===== config.mk =====
export PLATFORM = sky130hd
export DESIGN_NAME = dns_a_record_extractor_core
export DESIGN_NICKNAME = d
export VERILOG_FILES = /design/src/design/dare_pkg.sv /design/src/design/dare_in_reg.sv /design/src/design/dare_parser.sv /design/src/design/dare_out_reg.sv /design/src/design/dns_a_record_extractor_core.sv
export VERILOG_INCLUDE_DIRS = /design/src /design/src/design
export SDC_FILE = /design/constraint.sdc
export NUM_CORES = 1
export LEC_CHECK = 0
export ABC_AREA = 1
export BUFFER_PORTS_ARGS = -buffer_cell sky130_fd_sc_hd__buf_2
export CAP_MARGIN = 25
export CORE_MARGIN = 5
export CORE_UTILIZATION = 35
export CTS_BUF_LIST = sky130_fd_sc_hd__clkbuf_4
export CTS_CLUSTER_SIZE = 14
export DETAILED_ROUTE_END_ITERATION = 6
export PLACE_DENSITY = 0.47
export SLEW_MARGIN = 20
export SYNTH_ARGS = -nofsm -noshare
export SYNTH_HDL_FRONTEND = slang
export SYNTH_SLANG_ARGS = --single-unit

===== constraint.sdc =====
create_clock -name clk -period 6.55 [get_ports clk]
set_input_delay 1.965 -clock clk [delete_from_list [all_inputs] [get_ports clk]]
set_output_delay 1.965 -clock clk [all_outputs]
set_load 0.03 [all_outputs]

===== src/design/assert_macros.svh =====
// Assertion helpers for the design folder.
`ifndef ASSERT_MACROS_SVH
`define ASSERT_MACROS_SVH

`ifndef SYNTHESIS

`define ASSERT_IMPLY(label, clk, rst, cond, prop, msg) \
  label: assert property (@(posedge clk) disable iff (rst) (cond) |-> (prop)) else $error(msg);

`define ASSERT_NEXT(label, clk, rst, cond, prop, msg) \
  label: assert property (@(posedge clk) disable iff (rst) (cond) |=> (prop)) else $error(msg);

`else

`define ASSERT_IMPLY(label, clk, rst, cond, prop, msg)

`define ASSERT_NEXT(label, clk, rst, cond, prop, msg)

`endif

`endif


===== src/design/dare_pkg.sv =====
package dare_pkg;

  localparam logic [2:0] ST_OK      = 3'd0;
  localparam logic [2:0] ST_SHORT   = 3'd1;
  localparam logic [2:0] ST_IDBAD   = 3'd2;
  localparam logic [2:0] ST_FLAGBAD = 3'd3;
  localparam logic [2:0] ST_NOA     = 3'd4;

  localparam logic [7:0]  PTR_MARK    = 8'd192;
  localparam logic [15:0] A_LEN       = 16'd4;
  localparam logic [15:0] RR_TYPE_A   = 16'd1;
  localparam logic [15:0] RR_CLASS_IN = 16'd1;

  localparam logic [3:0] HDR_LAST  = 4'd11;
  localparam logic [3:0] QFIX_LAST = 4'd3;
  localparam logic [3:0] AFIX_LAST = 4'd9;

  typedef struct packed {
    logic [7:0] rx_byte;
    logic       last_byte;
  } dare_item_t;

  typedef struct packed {
    logic [2:0]  status;
    logic [31:0] address;
  } dare_result_t;

endpackage


===== src/design/dare_in_reg.sv =====
module dare_in_reg
  import dare_pkg::*;
(
  input  logic       clk,
  input  logic       rst,
  input  logic       in_valid,
  output logic       in_stall,
  input  logic [7:0] rx_byte,
  input  logic       last_byte,
  input  logic       take,
  output logic       held,
  output dare_item_t item
);

  logic accept;
  logic held_next;

  assign in_stall = held && !take;
  assign accept   = in_valid && !in_stall;

  always_comb begin
    held_next = held;
    if (accept) begin
      held_next = 1'b1;
    end else if (take) begin
      held_next = 1'b0;
    end
  end

  always_ff @(posedge clk) begin
    if (rst) begin
      held <= 1'b0;
    end else begin
      held <= held_next;
    end
  end

  always_ff @(posedge clk) begin
    if (accept) begin
      item.rx_byte   <= rx_byte;
      item.last_byte <= last_byte;
    end
  end

endmodule


===== src/design/dare_parser.sv =====
module dare_parser
  import dare_pkg::*;
(
  input  logic         clk,
  input  logic         rst,
  input  logic         step,
  input  dare_item_t   item,
  input  logic [15:0]  expected_id,
  output dare_result_t result
);

  typedef enum logic [3:0] {
    PH_HDR,
    PH_NAME_LEN,
    PH_NAME_LABEL,
    PH_NAME_PTR,
    PH_QFIX,
    PH_AFIX,
    PH_RDATA,
    PH_DONE
  } phase_t;

  phase_t      phase, phase_next;
  logic [3:0]  offset, offset_next;
  logic [2:0]  outcome, outcome_next;
  logic [15:0] ident, ident_next;
  logic [15:0] flags, flags_next;
  logic [15:0] qleft, qleft_next;
  logic [15:0] aleft, aleft_next;
  logic [15:0] skip, skip_next;
  logic [15:0] rtype, rtype_next;
  logic [15:0] rclass, rclass_next;
  logic [15:0] rdlen, rdlen_next;
  logic [31:0] addr, addr_next;

  logic [7:0]  b;
  logic [15:0] rdlen_new;
  logic [15:0] q_dec;
  logic [15:0] a_dec;
  logic [15:0] skip_dec;
  logic        rec_hit;
  logic [2:0]  status_v;

  assign b         = item.rx_byte;
  assign rdlen_new = {rdlen[15:8], b};
  assign q_dec     = qleft - 16'd1;
  assign a_dec     = aleft - 16'd1;
  assign skip_dec  = skip - 16'd1;
  assign rec_hit   = (rtype == RR_TYPE_A) && (rclass == RR_CLASS_IN) && (rdlen == A_LEN);

  always_comb begin
    phase_next   = phase;
    offset_next  = offset;
    outcome_next = outcome;
    ident_next   = ident;
    flags_next   = flags;
    qleft_next   = qleft;
    aleft_next   = aleft;
    skip_next    = skip;
    rtype_next   = rtype;
    rclass_next  = rclass;
    rdlen_next   = rdlen;
    addr_next    = addr;
    case (phase)
      PH_HDR: begin
        case (offset)
          4'd0: ident_next = {b, 8'h00};
          4'd1: ident_next = {ident[15:8], b};
          4'd2: flags_next = {b, 8'h00};
          4'd3: flags_next = {flags[15:8], b};
          4'd4: qleft_next = {b, 8'h00};
          4'd5: qleft_next = {qleft[15:8], b};
          4'd6: aleft_next = {b, 8'h00};
          4'd7: aleft_next = {aleft[15:8], b};
          default: ;
        endcase
        if (offset < HDR_LAST) begin
          offset_next  = offset + 4'd1;
          outcome_next = ST_SHORT;
        end else begin
          offset_next = 4'd0;
          if (ident != expected_id) begin
            outcome_next = ST_IDBAD;
            phase_next   = PH_DONE;
          end else if (!flags[15] || (flags[3:0] != 4'd0)) begin
            outcome_next = ST_FLAGBAD;
            phase_next   = PH_DONE;
          end else begin
            outcome_next = ST_NOA;
            if (qleft != 16'd0) begin
              phase_next = PH_NAME_LEN;
            end else if (aleft != 16'd0) begin
              phase_next = PH_NAME_LEN;
            end else begin
              phase_next = PH_DONE;
            end
          end
        end
      end
      PH_NAME_LEN: begin
        if (b == 8'd0) begin
          offset_next = 4'd0;
          phase_next  = (qleft != 16'd0) ? PH_QFIX : PH_AFIX;
        end else if (b >= PTR_MARK) begin
          phase_next = PH_NAME_PTR;
        end else begin
          skip_next  = {8'h00, b};
          phase_next = PH_NAME_LABEL;
        end
      end
      PH_NAME_LABEL: begin
        skip_next = skip_dec;
        if (skip_dec == 16'd0) begin
          phase_next = PH_NAME_LEN;
        end
      end
      PH_NAME_PTR: begin
        offset_next = 4'd0;
        phase_next  = (qleft != 16'd0) ? PH_QFIX : PH_AFIX;
      end
      PH_QFIX: begin
        if (offset < QFIX_LAST) begin
          offset_next = offset + 4'd1;
        end else begin
          offset_next = 4'd0;
          qleft_next  = q_dec;
          if (q_dec != 16'd0) begin
            phase_next = PH_NAME_LEN;
          end else if (aleft != 16'd0) begin
            phase_next = PH_NAME_LEN;
          end else begin
            phase_next   = PH_DONE;
            outcome_next = ST_NOA;
          end
        end
      end
      PH_AFIX: begin
        case (offset)
          4'd0: rtype_next  = {b, 8'h00};
          4'd1: rtype_next  = {rtype[15:8], b};
          4'd2: rclass_next = {b, 8'h00};
          4'd3: rclass_next = {rclass[15:8], b};
          4'd8: rdlen_next  = {b, 8'h00};
          4'd9: rdlen_next  = rdlen_new;
          default: ;
        endcase
        if (offset < AFIX_LAST) begin
          offset_next = offset + 4'd1;
        end else begin
          offset_next = 4'd0;
          addr_next   = 32'd0;
          if (rdlen_new == 16'd0) begin
            aleft_next = a_dec;
            if (a_dec != 16'd0) begin
              phase_next = PH_NAME_LEN;
            end else begin
              phase_next   = PH_DONE;
              outcome_next = ST_NOA;
            end
          end else begin
            skip_next  = rdlen_new;
            phase_next = PH_RDATA;
          end
        end
      end
      PH_RDATA: begin
        if (rec_hit) begin
          addr_next = {addr[23:0], b};
        end
        skip_next = skip_dec;
        if (skip_dec == 16'd0) begin
          if (rec_hit) begin
            outcome_next = ST_OK;
            phase_next   = PH_DONE;
          end else begin
            aleft_next = a_dec;
            if (a_dec != 16'd0) begin
              phase_next = PH_NAME_LEN;
            end else begin
              phase_next   = PH_DONE;
              outcome_next = ST_NOA;
            end
          end
        end
      end
      default: ;
    endcase
  end

  assign status_v       = (phase_next == PH_HDR) ? ST_SHORT : outcome_next;
  assign result.status  = status_v;
  assign result.address = (status_v == ST_OK) ? addr_next : 32'd0;

  always_ff @(posedge clk) begin
    if (rst) begin
      phase   <= PH_HDR;
      offset  <= 4'd0;
      outcome <= ST_NOA;
    end else if (step) begin
      if (item.last_byte) begin
        phase   <= PH_HDR;
        offset  <= 4'd0;
        outcome <= ST_NOA;
      end else begin
        phase   <= phase_next;
        offset  <= offset_next;
        outcome <= outcome_next;
      end
    end
  end

  always_ff @(posedge clk) begin
    if (step) begin
      ident  <= ident_next;
      flags  <= flags_next;
      qleft  <= qleft_next;
      aleft  <= aleft_next;
      skip   <= skip_next;
      rtype  <= rtype_next;
      rclass <= rclass_next;
      rdlen  <= rdlen_next;
      addr   <= addr_next;
    end
  end

endmodule


===== src/design/dare_out_reg.sv =====
module dare_out_reg
  import dare_pkg::*;
(
  input  logic         clk,
  input  logic         rst,
  input  logic         load,
  input  dare_result_t result,
  output logic         can_take,
  output logic         out_valid,
  input  logic         out_stall,
  output logic [2:0]   status,
  output logic [31:0]  address
);

  logic out_valid_next;

  assign can_take = !out_valid || !out_stall;

  always_comb begin
    out_valid_next = out_valid && out_stall;
    if (load) begin
      out_valid_next = 1'b1;
    end
  end

  always_ff @(posedge clk) begin
    if (rst) begin
      out_valid <= 1'b0;
    end else begin
      out_valid <= out_valid_next;
    end
  end

  always_ff @(posedge clk) begin
    if (load) begin
      status  <= result.status;
      address <= result.address;
    end
  end

endmodule


===== src/design/dns_a_record_extractor_core.sv =====
// DNS A-record extractor.
// Input channel: one payload byte per request on rx_byte, last_byte marks the
// final byte; in_valid/in_stall handshake, accepted when in_valid && !in_stall.
// Output channel: one request per payload, status and address, offered on
// out_valid and taken when out_valid && !out_stall.
// Configuration: expected_id written through cfg_valid/cfg_ready; cfg_ready is
// always high. Write it only while no payload is in flight.
// Throughput: one byte per cycle unless in_stall is raised, set by the parser
// update between the input register and the result register.
// The result for a payload is loaded into the result register from the input
// register holding its last byte, once the result register is free.
// When the receiver stalls, the result holds; a following last byte then
// waits in the input register and in_stall rises until the result is taken.
// Non-last bytes keep flowing during an output stall.
// Reset (rst, synchronous): parser returns to the header phase, both channels
// empty, expected_id cleared to zero.
`include "assert_macros.svh"

module dns_a_record_extractor_core
  import dare_pkg::*;
(
  input  logic        clk,
  input  logic        rst,
  input  logic        in_valid,
  output logic        in_stall,
  input  logic [7:0]  rx_byte,
  input  logic        last_byte,
  output logic        out_valid,
  input  logic        out_stall,
  output logic [2:0]  status,
  output logic [31:0] address,
  input  logic        cfg_valid,
  output logic        cfg_ready,
  input  logic [15:0] expected_id
);

  logic         held;
  dare_item_t   item;
  logic         consume;
  logic         load;
  logic         can_take;
  dare_result_t result;
  logic [15:0]  exp_id;

  assign cfg_ready = 1'b1;

  always_ff @(posedge clk) begin
    if (rst) begin
      exp_id <= 16'd0;
    end else if (cfg_valid && cfg_ready) begin
      exp_id <= expected_id;
    end
  end

  assign consume = held && (!item.last_byte || can_take);
  assign load    = consume && item.last_byte;

  dare_in_reg u_in_reg (
    .clk       (clk),
    .rst       (rst),
    .in_valid  (in_valid),
    .in_stall  (in_stall),
    .rx_byte   (rx_byte),
    .last_byte (last_byte),
    .take      (consume),
    .held      (held),
    .item      (item)
  );

  dare_parser u_parser (
    .clk         (clk),
    .rst         (rst),
    .step        (consume),
    .item        (item),
    .expected_id (exp_id),
    .result      (result)
  );

  dare_out_reg u_out_reg (
    .clk       (clk),
    .rst       (rst),
    .load      (load),
    .result    (result),
    .can_take  (can_take),
    .out_valid (out_valid),
    .out_stall (out_stall),
    .status    (status),
    .address   (address)
  );

  `ASSERT_NEXT(a_last_loads, clk, rst, load, out_valid, "result not offered")
  `ASSERT_IMPLY(a_addr_zero, clk, rst, out_valid && (status != ST_OK), address == 32'd0, "bad address")
  `ASSERT_IMPLY(a_stall_held, clk, rst, in_stall, held, "stall with empty input register")
  `ASSERT_IMPLY(a_status_range, clk, rst, out_valid, status <= ST_NOA, "status out of range")
  `ASSERT_IMPLY(a_no_overwrite, clk, rst, out_valid && out_stall, !load, "result overwritten")

endmodule


==> results_dict.tcl <==
set metrics [dict create \
    wl_per_cell_microns 16.17 \
    firstDrtPassIters 5 \
    dp_hpwl_microns 22010 \
    status "finished clean" \
    syn_avg_cell_area_sq_um 8.882 \
    worst_slew_pin_slew_ns 0.9803 \
    cp_slowest_cell "buf_2" \
    holdCritStartpoint "u_parser.outcome[0]$_SDFFE_PP0P_" \
    grt_pass1_vias 8783 \
    synth_cells 1292 \
    synth_edf_count 193 \
    viasPerCell 4.759 \
    powerDensity_nw_per_um2 227.5 \
    postRouteAntennaNets 0 \
    post-place-ws_ns 1.973 \
    p_leak_nw 5.341 \
    worstPathArrival_ns 2.62 \
    slew_headroom 0.3457 \
    numCtsBuffers 57 \
    grt_pass1_wl_microns 48420 \
    setup.worst_path.start "out_stall" \
    ys_ff_latch 222 \
    seq_area_frac_synth 0.5556 \
    synth_top_area_cell "edfxtp_1" \
    synthTopCellsByArea "edfxtp_1 (51%), nand2_1 (7.8%), nor2_1 (7.1%), inv_1 (6.8%), dfxtp_1 (5.1%)" \
    slew_violations 0 \
    worstPathBufferInverterCount 3 \
    rows 66 \
    cts_resized 0 \
    cts-root-buf "clkbuf_4" \
    ios 68 \
    placed_cell_area_sq_um 12240 \
    design_area_sq_um 13040 \
    hold_path_class "register to register" \
    synth.cell_area_sq_um 11480 \
    setup_viol 0 \
    vias 8980 \
    die_w_microns 191.1 \
    synth_top_area_frac 0.5050 \
    grt_max_degree 35 \
    overflow 0 \
    core_area_sq_um 32450 \
    cts.sinks 222 \
    syn-num-nets 1333 \
    h-tree-depth 2 \
    clk_pin_slew_ns 0.07 \
    synth_most_common_cell "nand2_1" \
    drt-initial-drc-count 518 \
    antenna_found_initial 1 \
    period_share 0.7001 \
    grt_usage 0.1676 \
    cts_hold_buf 0 \
    drive_gt1_frac 0.1629 \
    die_h_microns 191.1 \
    drc_errors 0 \
    period_minus_slack_ns 4.586 \
    crit_family "buffers and inverters" \
    path_max_fanout 3 \
    critical_path_class "primary input to output pin" \
    ir_worst_vdd_v 0.0001067 \
    drv_cap 0 \
    synth_warnings 0 \
    setup_slack_ns 1.964 \
    async_reset_ff_frac 0 \
    clk_latency_ns 0.70 \
    fmax_mhz 218.1 \
    tns_ns 0 \
    cts_tree "built" \
    critical_path.startpoint_type "primary input" \
    end_kind "output pin" \
    nFillCells 3327 \
    ys_types 41 \
    rsz0062_at_grt "false" \
    r2r_start "u_in_reg.item[8]$_DFFE_PP_" \
    synthTopCellsByCount "nand2_1 (239), nor2_1 (216), inv_1 (209), edfxtp_1 (193), o22ai_1 (59)" \
    clk_path_buf_depth 3 \
    critPathRequiredTime_ns 4.59 \
    whs_ns 0.4800 \
    design_power_total_w 0.002966 \
    fin_skew_ns 0.03669 \
    die_area_sq_um 36510 \
    syn2layout_area_growth_pct 13.60 \
    cp_cell_sequence "buf_2 -> nand2_1 -> inv_1 -> nand2_1 -> nor2_1 -> buf_2" \
    final_hold_viol_count 0 \
    start_util 0.3536 \
    drt_wl_total_microns 30510 \
    nets 1438 \
    synthFlopType "edfxtp_1" \
    cts_setup_buffers 0 \
    gp_congestion 0.8580 \
    io_buffers 66 \
    max_stage_delay_ns 0.23 \
]
logic make-up (layout without fill, tap and decap cells):
family / count (synthesis) / in the layout / share of synthesized area
flip-flops: 222 / 222 / 0.5556
AO/OA/AOI/OAI: 149 / 149 / 0.07392
adder cells (fa/ha/maj): 11 / 11 / 0.01199
other: 1 / 3 / 0.0003268
AND/OR/NAND/NOR: 643 / 643 / 0.2592
XOR/XNOR: 17 / 17 / 0.01297
buffers and inverters: 249 / 400 / 0.08602
through the flow:
step | instances | utilization
2_1_floorplan | 1292 | -
3_3_place_gp | 1776 | 0.3771
5_1_grt | 1887 | 0.4017
6_report | 1887 | 0.4017
4_1_cts | 1881 | 0.4000
3_5_place_dp | 1776 | 0.3772
worst reg2reg max path, cell delays in order (launching register included):
cell and delay, ns:
edfxtp_1 0.48, inv_1 0.53, nand3_1 0.17, nor3_2 0.40, nand2_1 0.19, nor2_1 0.16, nand4_1 0.17, nand2_1 0.14
nand3_2 0.11, nand2_2 0.10, nand3_4 0.42, nor3_2 0.36
registers in the layout (all words and copies together), names as in the netlist, 4 cells and up:
register and count:
u_parser.offset 4, u_parser.flags 5, u_parser.qleft 16, u_parser.rtype 16, u_in_reg.item 9, u_out_reg.address 32, u_parser.addr 32, u_parser.skip 16
u_parser.ident 16, exp_id 16, u_parser.aleft 16, u_parser.rdlen 16, u_parser.phase 4, u_parser.rclass 16
per-layer routing:
metal / vias up / part of all wire / global-route usage
li1: 4557 / - / -
met1: 4162 / 0.49 / 0.2418
met2: 206 / 0.44 / 0.2548
met3: 55 / 0.045 / 0.03031
met4: 0 / 0.023 / 0.05718
met5: - / 0 / 0
final cells by class:
type | instances | area (sq um) | share of cell area
multi-input cells | 821 | 4129 | 0.3167
repair buffers | 74 | 405.4 | 0.03110
diodes | 2 | 5.005 | 0.0003839
well taps | 442 | 553.0 | 0.04242
flip-flops and latches | 222 | 6376 | 0.4891
inverters | 221 | 829.5 | 0.06363
clock buffers | 83 | 623.1 | 0.04780
clock inverters | 22 | 115.1 | 0.008830
path summary, 6_finish.rpt:
check,endpoint,slack [ns],depth (start not counted)
max reg2reg,u_out_reg.address[2]$_SDFFCE_PP0P_,3.10,11
min,u_parser.outcome[0]$_SDFFE_PP0P_,0.48,2
max,in_stall,1.96,6
min reg2reg,u_parser.outcome[0]$_SDFFE_PP0P_,0.48,2
cell usage in the layout, fill, tap and decap left out, types with 15 or more instances in the layout:
cell type / synthesis / final
nand2_1: 239 / 239
o21ai_0: 55 / 55
edfxtp_1: 193 / 193
nor3_2: 32 / 32
nor3_1: 16 / 16
o22ai_1: 59 / 59
clkinv_1: 7 / 23
nor2_1: 216 / 216
dfxtp_1: 29 / 29
buf_2: 3 / 66
nand4_1: 31 / 31
nor2_2: 15 / 15
a21oi_1: 22 / 22
clkbuf_4: 0 / 83
nand3_1: 56 / 56
inv_1: 209 / 209
power breakdown:
| group | switching, W | internal (W) | total, W |
|---|---|---|---|
| logic | 0.000125 | 0.0000492 | 0.000174 |
| registers | 0.0000218 | 0.00157 | 0.00159 |
| clock network | 0.000577 | 0.000623 | 0.00120 |
| total | 0.000724 | 0.00224 | 0.00297 |
(Power assumes the default switching activity.)
